[src/hw/rtl/hmbd_pkg.sv]
package hmbd_pkg;

  // widths fixed by the bus and the configuration registers
  localparam int SIZE_W     = 26;
  localparam int CART_OFF_W = 25;

  // default store sizes
  localparam int LARGE_RAM_BYTES_DEF = 262144;
  localparam int SMALL_RAM_BYTES_DEF = 32768;
  localparam int VIDEO_RAM_BYTES_DEF = 98304;
  localparam int CART_ROM_BYTES_DEF  = 33554432;
  localparam int TABLE_RAM_BYTES_DEF = 1024;
  localparam int IO_SPACE_BYTES_DEF  = 1024;

  localparam int BOOT_BYTES = 16384;
  localparam int BOOT_AW    = 14;

  // mirroring masks
  localparam logic [23:0] LARGE_MASK = 24'h03FFFF;
  localparam logic [23:0] SMALL_MASK = 24'h007FFF;
  localparam logic [23:0] VIDEO_MASK = 24'h017FFF;
  localparam logic [23:0] TABLE_MASK = 24'h0003FF;

  // region codes (top address byte)
  localparam logic [7:0] TOP_LARGE = 8'h02;
  localparam logic [7:0] TOP_SMALL = 8'h03;
  localparam logic [7:0] TOP_IO    = 8'h04;
  localparam logic [7:0] TOP_PAL   = 8'h05;
  localparam logic [7:0] TOP_VID   = 8'h06;
  localparam logic [7:0] TOP_OBJ   = 8'h07;
  localparam logic [7:0] TOP_CART0 = 8'h08;
  localparam logic [7:0] TOP_CART5 = 8'h0D;

  // i/o register offsets and fifo ports
  localparam logic [SIZE_W-1:0] OFF_KEYS   = SIZE_W'(32'h130);
  localparam logic [SIZE_W-1:0] OFF_IFLAGS = SIZE_W'(32'h202);
  localparam logic [SIZE_W-1:0] OFF_IME    = SIZE_W'(32'h208);
  localparam logic [SIZE_W-1:0] OFF_SNDH   = SIZE_W'(32'h082);
  localparam logic [31:0] PORT_A = 32'h040000A0;
  localparam logic [31:0] PORT_B = 32'h040000A4;

  // request and size codes
  localparam logic [1:0] REQ_READ  = 2'd0;
  localparam logic [1:0] REQ_WRITE = 2'd1;
  localparam logic [1:0] REQ_LOAD  = 2'd2;
  localparam logic [1:0] SZ_BYTE   = 2'd0;
  localparam logic [1:0] SZ_HALF   = 2'd1;
  localparam logic [1:0] SZ_WORD   = 2'd2;

  // fifo push codes
  localparam logic [1:0] PUSH_NONE = 2'd0;
  localparam logic [1:0] PUSH_A    = 2'd1;
  localparam logic [1:0] PUSH_B    = 2'd2;

  // configuration register indexes
  localparam logic [1:0] CFG_BOOT_PRESENT = 2'd0;
  localparam logic [1:0] CFG_CART_SIZE    = 2'd1;
  localparam logic [1:0] CFG_SAVE_EEPROM  = 2'd2;

  typedef struct packed {
    logic [1:0]  req_type;
    logic [1:0]  access_size;
    logic [31:0] bus_address;
    logic [31:0] write_data;
    logic [31:0] program_counter;
  } req_t;

  typedef struct packed {
    logic [31:0] read_data;
    logic [1:0]  fifo_push;
    logic [31:0] fifo_word;
    logic        fifo_a_clear;
    logic        fifo_b_clear;
  } rsp_t;

  typedef enum logic [2:0] {
    S_BOOT, S_CART, S_LARGE, S_SMALL, S_PAL, S_VID, S_OBJ, S_IO
  } store_t;

  typedef enum logic [3:0] {
    K_ZERO, K_READ, K_BOOT_RD, K_LATCH, K_CART_RD, K_WRITE, K_IO_WR, K_FIFO_A, K_FIFO_B
  } kind_t;

  typedef enum logic [3:0] {
    ST_CLEAR, ST_IDLE, ST_MOD, ST_RD_ADDR, ST_RD_DATA, ST_WR,
    ST_IO_RA, ST_IO_RB, ST_IO_RC, ST_IO_WA, ST_IO_WB, ST_FINISH
  } state_t;

endpackage

[src/hw/rtl/hmbd_mod_unit.sv]
module hmbd_mod_unit (
  input  logic                          clk,
  input  logic                          rst,
  input  logic                          start,
  input  logic [hmbd_pkg::CART_OFF_W-1:0] dividend,
  input  logic [hmbd_pkg::SIZE_W-1:0]   divisor,
  output logic                          done,
  output logic [hmbd_pkg::SIZE_W-1:0]   remainder
);
  import hmbd_pkg::*;

  localparam int CW = $clog2(CART_OFF_W);

  logic                  busy;
  logic [CW-1:0]         cnt;
  logic [CART_OFF_W-1:0] dvd;
  logic [SIZE_W-1:0]     dvs;
  logic [SIZE_W-1:0]     rem;
  logic [SIZE_W:0]       trial;
  logic [SIZE_W-1:0]     rem_next;

  // one restoring step per cycle, msb first
  always_comb begin
    trial = {rem, dvd[CART_OFF_W-1]};
    if (trial >= {1'b0, dvs}) begin
      rem_next = SIZE_W'(trial - {1'b0, dvs});
    end else begin
      rem_next = trial[SIZE_W-1:0];
    end
  end

  always_ff @(posedge clk) begin
    if (rst) begin
      busy <= 1'b0;
      done <= 1'b0;
    end else begin
      done <= 1'b0;
      if (start) begin
        busy <= 1'b1;
      end else if (busy && cnt == CW'(CART_OFF_W - 1)) begin
        busy <= 1'b0;
        done <= 1'b1;
      end
    end
  end

  always_ff @(posedge clk) begin
    if (start) begin
      cnt <= '0;
      rem <= '0;
      dvd <= dividend;
      dvs <= divisor;
    end else if (busy) begin
      cnt <= cnt + 1'b1;
      rem <= rem_next;
      dvd <= {dvd[CART_OFF_W-2:0], 1'b0};
    end
  end

  assign remainder = rem;

endmodule

[config.mk]
export PLATFORM = sky130hd
export DESIGN_NAME = hmbd_mod_unit
export DESIGN_NICKNAME = d
export VERILOG_FILES = /design/src/hw/rtl/hmbd_pkg.sv /design/src/hw/rtl/hmbd_mod_unit.sv
export SDC_FILE = /design/constraint.sdc
export NUM_CORES = 1
export LEC_CHECK = 0
export ABC_CLOCK_PERIOD_IN_PS = 4500
export BUFFER_PORTS_ARGS = -buffer_cell sky130_fd_sc_hd__buf_4
export CAP_MARGIN = 30
export CORE_MARGIN = 5
export CORE_UTILIZATION = 54
export CTS_CLUSTER_DIAMETER = 60
export CTS_CLUSTER_SIZE = 12
export DETAILED_ROUTE_END_ITERATION = 6
export PLACE_DENSITY = 0.74
export SLEW_MARGIN = 20
export SYNTH_ARGS = -nofsm -noshare
export SYNTH_HDL_FRONTEND = slang
export SYNTH_SLANG_ARGS = --single-unit
[constraint.sdc]
create_clock -name clk -period 4.5 [get_ports clk]
set_clock_uncertainty 0.2 [all_clocks]
set_input_delay 0.675 -clock clk [delete_from_list [all_inputs] [get_ports clk]]
set_output_delay 0.675 -clock clk [all_outputs]
set_load 0.005 [all_outputs]
After elaboration in Yosys (flattened, before gate mapping):

Cells that the tools add are included.
Widths: inputs -> output; s select.

* magnitude comparators: 1
* add/subtract/negate cells: 2
* reduce and logical (&&, ||, !) cells: 4
* muxes and demuxes: 6
* equal/unequal tests: 1

Operators with widths (number)
* $mux 25: 2
* $ge 27x26->1: 1
* $mux 26: 1
* $sub 26x26->26: 1
* $add 5x1->5 const B: 1
* $eq 5x5->1 const B: 1
* $reduce_bool 2->1: 2
* $mux 1: 3
* $reduce_or 2->1: 1
* $logic_and 1x1->1: 1

* output and inout port bits: 27
* input bits: 54
* flip-flop bits (word level): 84

Logic depth before layout (Yosys ltp):

Gate-level depths: netlist of the first run.

* depth after elaboration: 4
* depth in mapped cells: 13

Worst setup path after synthesis of the first run:

No wires, ideal clock.

* path type: reg2reg
* from: reg dvs[1]
* to: reg rem[16] (netlist: remainder[16])
* setup slack: 1.760 ns
* buffers on the path: 2
* data required time: 4.212 ns
* arrival time: 2.452 ns
* cell stages (with the launch flop): 13
* clock period less this slack: 2.740 ns
* path through: edfxtp_1 > inv_1 > ha_1 > nor2b_1 > o31a_1 > o22a_1 > a21o_1 > o211ai_4 > and2_1 > buf_4 > buf_6 > nand2_2 > a311oi_2

* cells in the longest elaborated chain, start to end: 2

Ends and longest elaborated chain
* start, declared: RTL line hmbd_mod_unit.sv:17 `logic [SIZE_W-1:0] dvs;`
* start signal, assigned: RTL line hmbd_mod_unit.sv:52 `dvs <= divisor;`
* $sub 26x26->26 / $ge 27x26->1 (equally long branches): RTL line hmbd_mod_unit.sv:26, hmbd_mod_unit.sv:25
* $mux 26 (*): RTL line hmbd_mod_unit.sv:25 `if (trial >= {1'b0, dvs}) begin`
* end signal, assigned: RTL line hmbd_mod_unit.sv:55 `rem <= rem_next;`
* end, declared: RTL line hmbd_mod_unit.sv:18 `logic [SIZE_W-1:0] rem;`

Every way passes the cells marked *; elsewhere a longest branch is shown, timed or not.
A chain may end at the register's enable or synchronous reset.

Worst setup path after layout of the first run:

* from: reg dvs[1]
* to: reg rem[13] (netlist: remainder[13])

Same word-level chain as after synthesis.

==> results of run 1 <==
==> through the flow <==
stage	instance area [µm²]	total power [W]	util, %
final	5700	0.00192	65.3
after global routing	5700	0.00203	65.3
after CTS	5700	0.00193	65.3
after detailed placement	5510	0.00140	63.2
after global placement	5510	0.00139	63.2
after floorplan	4850	0.00126	-
==> how the worst max path moves through the flow <==
stage	cells after the start	end	slack, ns
global route	9	remainder[13]	1.04
detailed placement	11	remainder[16]	1.25
CTS	11	remainder[13]	1.19
global placement	11	remainder[15]	1.38
floorplan	12	remainder[16]	1.76
finish	11	remainder[13]	1.18
==> logic make-up (layout without fill, tap and decap cells) <==
logic type,count (synthesis),in the layout,synth area share [%]
AND/OR/NAND/NOR,127,127,12.3
XOR/XNOR,22,22,3.97
flip-flops,84,84,45.2
buffers and inverters,56,132,4.75
AO/OA/AOI/OAI,122,122,19.1
adder cells (fa/ha/maj),29,29,7.64
multiplexers,31,31,7.02
==> flip-flops by register name (all words and copies together), names as in the netlist <==
signal	count
remainder	26
busy	1
done	1
dvd	25
dvs	26
cnt	5
==> metal layers <==
metal | track usage [%] | part of all wire (%)
met1 | 24.4 | 42
met2 | 32.9 | 50
met3 | 4.62 | 6.1
met4 | 7.49 | 1.8
met5 | 0 | 0
==> cell type report <==
cell class,count,area share [%]
inverters,31,2.04
repair buffers,85,11.2
well taps,108,2.37
clock buffers,9,2.17
multi-input cells,331,42.6
flip-flops and latches,84,38.5
clock inverters,7,1.14
==> cell usage after synthesis, drive strengths merged (4+ instances only) <==
cell	instances	area, µm²
nand3	6	30.0
nand2b	5	31.3
edfxtp	51	1530
mux2	24	270
nor2	35	131
a21oi	26	134
clkbuf	12	45.0
o21a	9	67.6
a32oi	5	43.8
a31oi	9	56.3
o21ai	17	85.1
a311oi	15	194
nor2b	5	31.3
a21o	14	105
and3	4	30.0
buf	13	68.8
mux2i	7	70.1
ha	28	350
xor2	7	61.3
nand2	49	186
dfxtp	33	661
inv	31	116
nor3	6	30.0
o21bai	4	30.0
xnor2	15	131
nand4	8	50.1
==> worst register-to-register path, delay by kind of cell, from the launching register on <==
kind | cells | cell delay (ns)
AO/OA/AOI/OAI | 5 | 1.31
adder cells (fa/ha/maj) | 1 | 0.24
AND/OR/NAND/NOR | 3 | 0.65
flip-flops | 1 | 0.43
buffers and inverters | 2 | 0.39
==> power by group through the flow <==
| stage | Combinational [W] | Clock [W] | Sequential (W) |
|---|---|---|---|
| after floorplan | 0.000329 | 0 | 0.000930 |
| after global placement | 0.000456 | 0 | 0.000936 |
| final | 0.000467 | 0.000538 | 0.000920 |
| after detailed placement | 0.000464 | 0 | 0.000938 |
| after global routing | 0.000517 | 0.000583 | 0.000928 |
| after CTS | 0.000466 | 0.000548 | 0.000921 |
==> impl_metrics.json, run 1 <==
{
  "status": "completed",
  "worstPathRequired_ns": 4.58,
  "crit_path_cell_trace": "inv_1, ha_1, nor2b_1, o31a_1, o22a_1, a21o_1, o211ai_4, and2_1, buf_4, nand2_1, a311oi_2",
  "dieArea_mm2": 0.0110,
  "crit_path_start_kind": "register",
  "crit_fanout": 18,
  "syn_nets": 554,
  "fp.dieH_um": 105,
  "clk_pin_slew_ns": 0.09,
  "antenna_found_initial": 0,
  "critical_path_class": "reg2reg",
  "setup_viol": 0,
  "power_frac_comb_pct": 24.2,
  "grt_overflow": 0,
  "max_freq_ghz": 0.302,
  "rr_endpoint": "remainder[13]",
  "place_ws_ns": 1.25,
  "fill_cells": 690,
  "p_switching_w": 0.000608,
  "cp-startpoint": "dvs[1]",
  "clock-sinks": 84,
  "fin_nets": 625,
  "max-slew-margin-rel_pct": 40.9,
  "worstMarginPinSlew_ns": 0.885,
  "post_cts_resized": 0,
  "finalWirelength_um": 10700,
  "die_w_um": 105,
  "fin_tns_setup_ns": 0,
  "min_period_over_period_pct": 73.7,
  "ys_warn_count": 0,
  "p_per_area_mw_per_mm2": 338,
  "layout-drive-gt1-share_pct": 26.3,
  "power_switching_share_pct": 31.6,
  "multi_input_area_mm2": 0.00243,
  "p_clk_share_pct": 27.9,
  "syn_inst": 471,
  "core_mm2": 0.00872,
  "synth.distinct_cells": 59,
  "fin_crit_ns": 3.32,
  "irDropWorstVdd_mv": 0.185,
  "crit_path_end_kind": "register",
  "grt_max_degree": 44,
  "report.final.slew_viol_count": 0,
  "synthArstFlopShare_pct": 0,
  "cts_setup_buffers": 0,
  "ys_seq_area_share_pct": 45.2,
  "cp_top_family": "compound AO/OA/AOI/OAI gates",
  "leakage_nw": 2.43,
  "insertion_delay_ns": 0.38,
  "seq_area_mm2": 0.00219,
  "synth_area_mm2": 0.00485,
  "pin_count": 81,
  "detail_route.wl_per_cell_um": 16.3,
  "critPathMaxStageDelay_ns": 0.43,
  "timing.final.ws_setup_ns": 1.18,
  "diodes": 0,
  "layout_common_cells": "buf_4, edfxtp_1, nand2_1",
  "final_common_cell": "buf_4",
  "p_seq_share_pct": 47.8,
  "htreeDepth": 3,
  "start_util_pct": 55.6,
  "slowest_stage": "edfxtp_1",
  "vias": 3784,
  "grt_pass1_wl_um": 17800,
  "hpwl_um": 7760,
  "root_buffer": "clkbuf_8",
  "synth_edf_count": 51,
  "postSynthAreaPerCell_um2": 10.3,
  "timing.rr.start": "dvs[1]",
  "row_count": 34,
  "synth_seq_cells": 84,
  "grt_usage_pct": 19.6,
  "io_buffer_count": 80,
  "min_path_type": "in2reg",
  "synth_flop_cell": "edfxtp_1",
  "cts_hold_buf": 0,
  "hold_start": "rst",
  "place_congestion": 0.936,
  "drt-initial-drc-count": 178,
  "power.internal_w": 0.00132,
  "numCtsBuffers": 9,
  "finalNonFillerCells": 655,
  "maxCapViolations": 0,
  "cts_tree": "done",
  "rsz0062_at_grt": "false",
  "worstHoldPathCells": 2,
  "drtPass1Iterations": 4,
  "drc": 0,
  "dp_cells": 639,
  "hold_viol": 0,
  "final_antenna_net_count": 0,
  "clk_path_buf_depth": 2,
  "area_growth_pct": 17.5,
  "reg2reg_depth": 11,
  "hold_ws_ns": 0.266,
  "grt_pass1_vias": 3729,
  "vias_per_cell": 5.78,
  "reg2reg_slack_ns": 1.18,
  "path_buf_inv": 2,
  "holdPathEnd": "busy",
  "arrival_ns": 3.39
}
No activity file was read; power rests on OpenSTA's default activity.
==> run 2: changes to the inputs <==
Settings changed: ABC_CLOCK_PERIOD_IN_PS 4500 to 3040, CORE_UTILIZATION 54 to 51, PLACE_DENSITY 0.74 to 0.73.
Clock period 4.5 ns to 3.04 ns, I/O delays scaled along.
==> run 2 against run 1 <==
- clock power up 51%
- global-route usage down 0.12 points
- utilization down 1.6 points
- wire length up 4.2%
- critical path type unchanged
- cell area up 3.4%
- flip-flop and latch count unchanged
- first-iteration DRC count up 15%
- critical path depth unchanged
- count of clock-buffer cells in the layout unchanged
==> impl_metrics.json, run 2 (same netlist as run 1, synthesis figures left out) <==
{
  "status": "completed",
  "p_seq_share_pct": 46.9,
  "crit_path_end_kind": "register",
  "clk_pin_slew_ns": 0.11,
  "leakage_nw": 2.54,
  "drt-initial-drc-count": 205,
  "htreeDepth": 3,
  "insertion_delay_ns": 0.37,
  "area_growth_pct": 21.4,
  "crit_path_start_kind": "register",
  "hold_viol": 0,
  "start_util_pct": 52.5,
  "grt_pass1_vias": 3861,
  "grt_overflow": 0,
  "worstPathRequired_ns": 3.12,
  "pin_count": 81,
  "vias": 3921,
  "grt_usage_pct": 19.4,
  "fin_nets": 645,
  "setup_viol": 0,
  "detail_route.wl_per_cell_um": 16.0,
  "vias_per_cell": 5.63,
  "report.final.slew_viol_count": 0,
  "grt_pass1_wl_um": 18100,
  "final_common_cell": "buf_4",
  "drtPass1Iterations": 5,
  "finalWirelength_um": 11100,
  "critical_path_class": "reg2reg",
  "irDropWorstVdd_mv": 0.441,
  "final_antenna_net_count": 0,
  "diodes": 0,
  "io_buffer_count": 80,
  "cts_tree": "done",
  "fill_cells": 770,
  "hpwl_um": 8250,
  "grt_max_degree": 28,
  "drc": 0,
  "arrival_ns": 3.00,
  "placed_cell_area_mm2": 0.00565,
  "fin_tns_setup_ns": 0,
  "min_path_type": "in2reg",
  "numCtsBuffers": 9,
  "path_buf_inv": 2,
  "root_buffer": "clkbuf_8",
  "antenna_found_initial": 0,
  "place_congestion": 0.955,
  "row_count": 35,
  "min_period_over_period_pct": 96.0,
  "p_clk_share_pct": 27.9,
  "maxCapViolations": 0,
  "fin_crit_ns": 2.92,
  "rsz0062_at_grt": "false",
  "cp_top_family": "compound AO/OA/AOI/OAI gates",
  "crit_fanout": 10,
  "p_switching_w": 0.000925,
  "layout-drive-gt1-share_pct": 29.3,
  "power_frac_comb_pct": 25.2,
  "slowest_stage": "edfxtp_1",
  "worstMarginPinSlew_ns": 0.936,
  "critPathMaxStageDelay_ns": 0.42,
  "power.internal_w": 0.00199,
  "crit_path_cell_trace": "inv_1, ha_1, nor2b_1, o31a_1, o22a_1, a21o_1, o211ai_4, and2_4, buf_4, nand2_1, a311oi_2",
  "max-slew-margin-rel_pct": 37.5,
  "dieArea_mm2": 0.0116,
  "die_w_um": 108,
  "layout_common_cells": "buf_4, edfxtp_1, nand2_1",
  "power_switching_share_pct": 31.7,
  "fp.dieH_um": 108,
  "clock-sinks": 84,
  "max_freq_ghz": 0.343,
  "p_per_area_mw_per_mm2": 495,
  "final_cell_area_mm2": 0.00589,
  "core_mm2": 0.00924,
  "clk_path_buf_depth": 2,
  "cts_hold_buf": 0
}
[run 2: timing repair]
item | CTS | global route
gates resized for setup | 0 | 2
setup buffers | 0 | 4
endpoints found under the setup margin | 0 | 18
[run 2: cell type report]
| class | count | area (µm²) | area share, % |
|---|---|---|---|
| Sequential cell | 84 | 2190 | 37.3 |
| Tap cell | 129 | 161 | 2.74 |
| Clock inverter | 7 | 76.3 | 1.30 |
| Inverter | 31 | 116 | 1.98 |
| Timing Repair Buffer | 105 | 788 | 13.4 |
| Clock buffer | 9 | 124 | 2.10 |
| Multi-Input combinational cell | 331 | 2430 | 41.2 |
[run 2: final timing paths]
path	startpoint	end	slack, ns	cells past startpoint
setup / recovery	dvs[1]	remainder[23]	0.12	11
setup reg to reg	dvs[1]	remainder[23]	0.12	11
hold / removal	rst	done	0.05	2
hold reg to reg	remainder[7]	remainder[7]	0.31	2
[run 2: power by group through the flow]
stage          combinational [W]  clock, W  sequential, W
2_1_floorplan           0.000486         0        0.00138
3_3_place_gp            0.000709         0        0.00139
3_5_place_dp            0.000723         0        0.00139
4_1_cts                 0.000726  0.000838        0.00137
5_1_grt                 0.000802  0.000889        0.00138
6_report                0.000734  0.000814        0.00137
[run 2: through the flow]
step | util (%) | cells | worst slack [ns] | power, W | hold slack (ns)
2_1_floorplan | - | 471 | 0.300 | 0.00186 | 0.279
3_3_place_gp | 61.2 | 676 | 0.180 | 0.00210 | 0.293
3_5_place_dp | 61.2 | 676 | 0.0795 | 0.00211 | 0.296
4_1_cts | 63.4 | 692 | 0.0563 | 0.00293 | 0.0405
5_1_grt | 63.7 | 696 | 0.0191 | 0.00307 | 0.0318
6_report | 63.7 | 696 | 0.123 | 0.00291 | 0.0528
[run 2: metal layers]
metal  global-route usage, %  wire length, µm
met1                    23.4             4640
met2                    33.8             5460
met3                    5.70              865
met4                    5.23              159
met5                       0                0
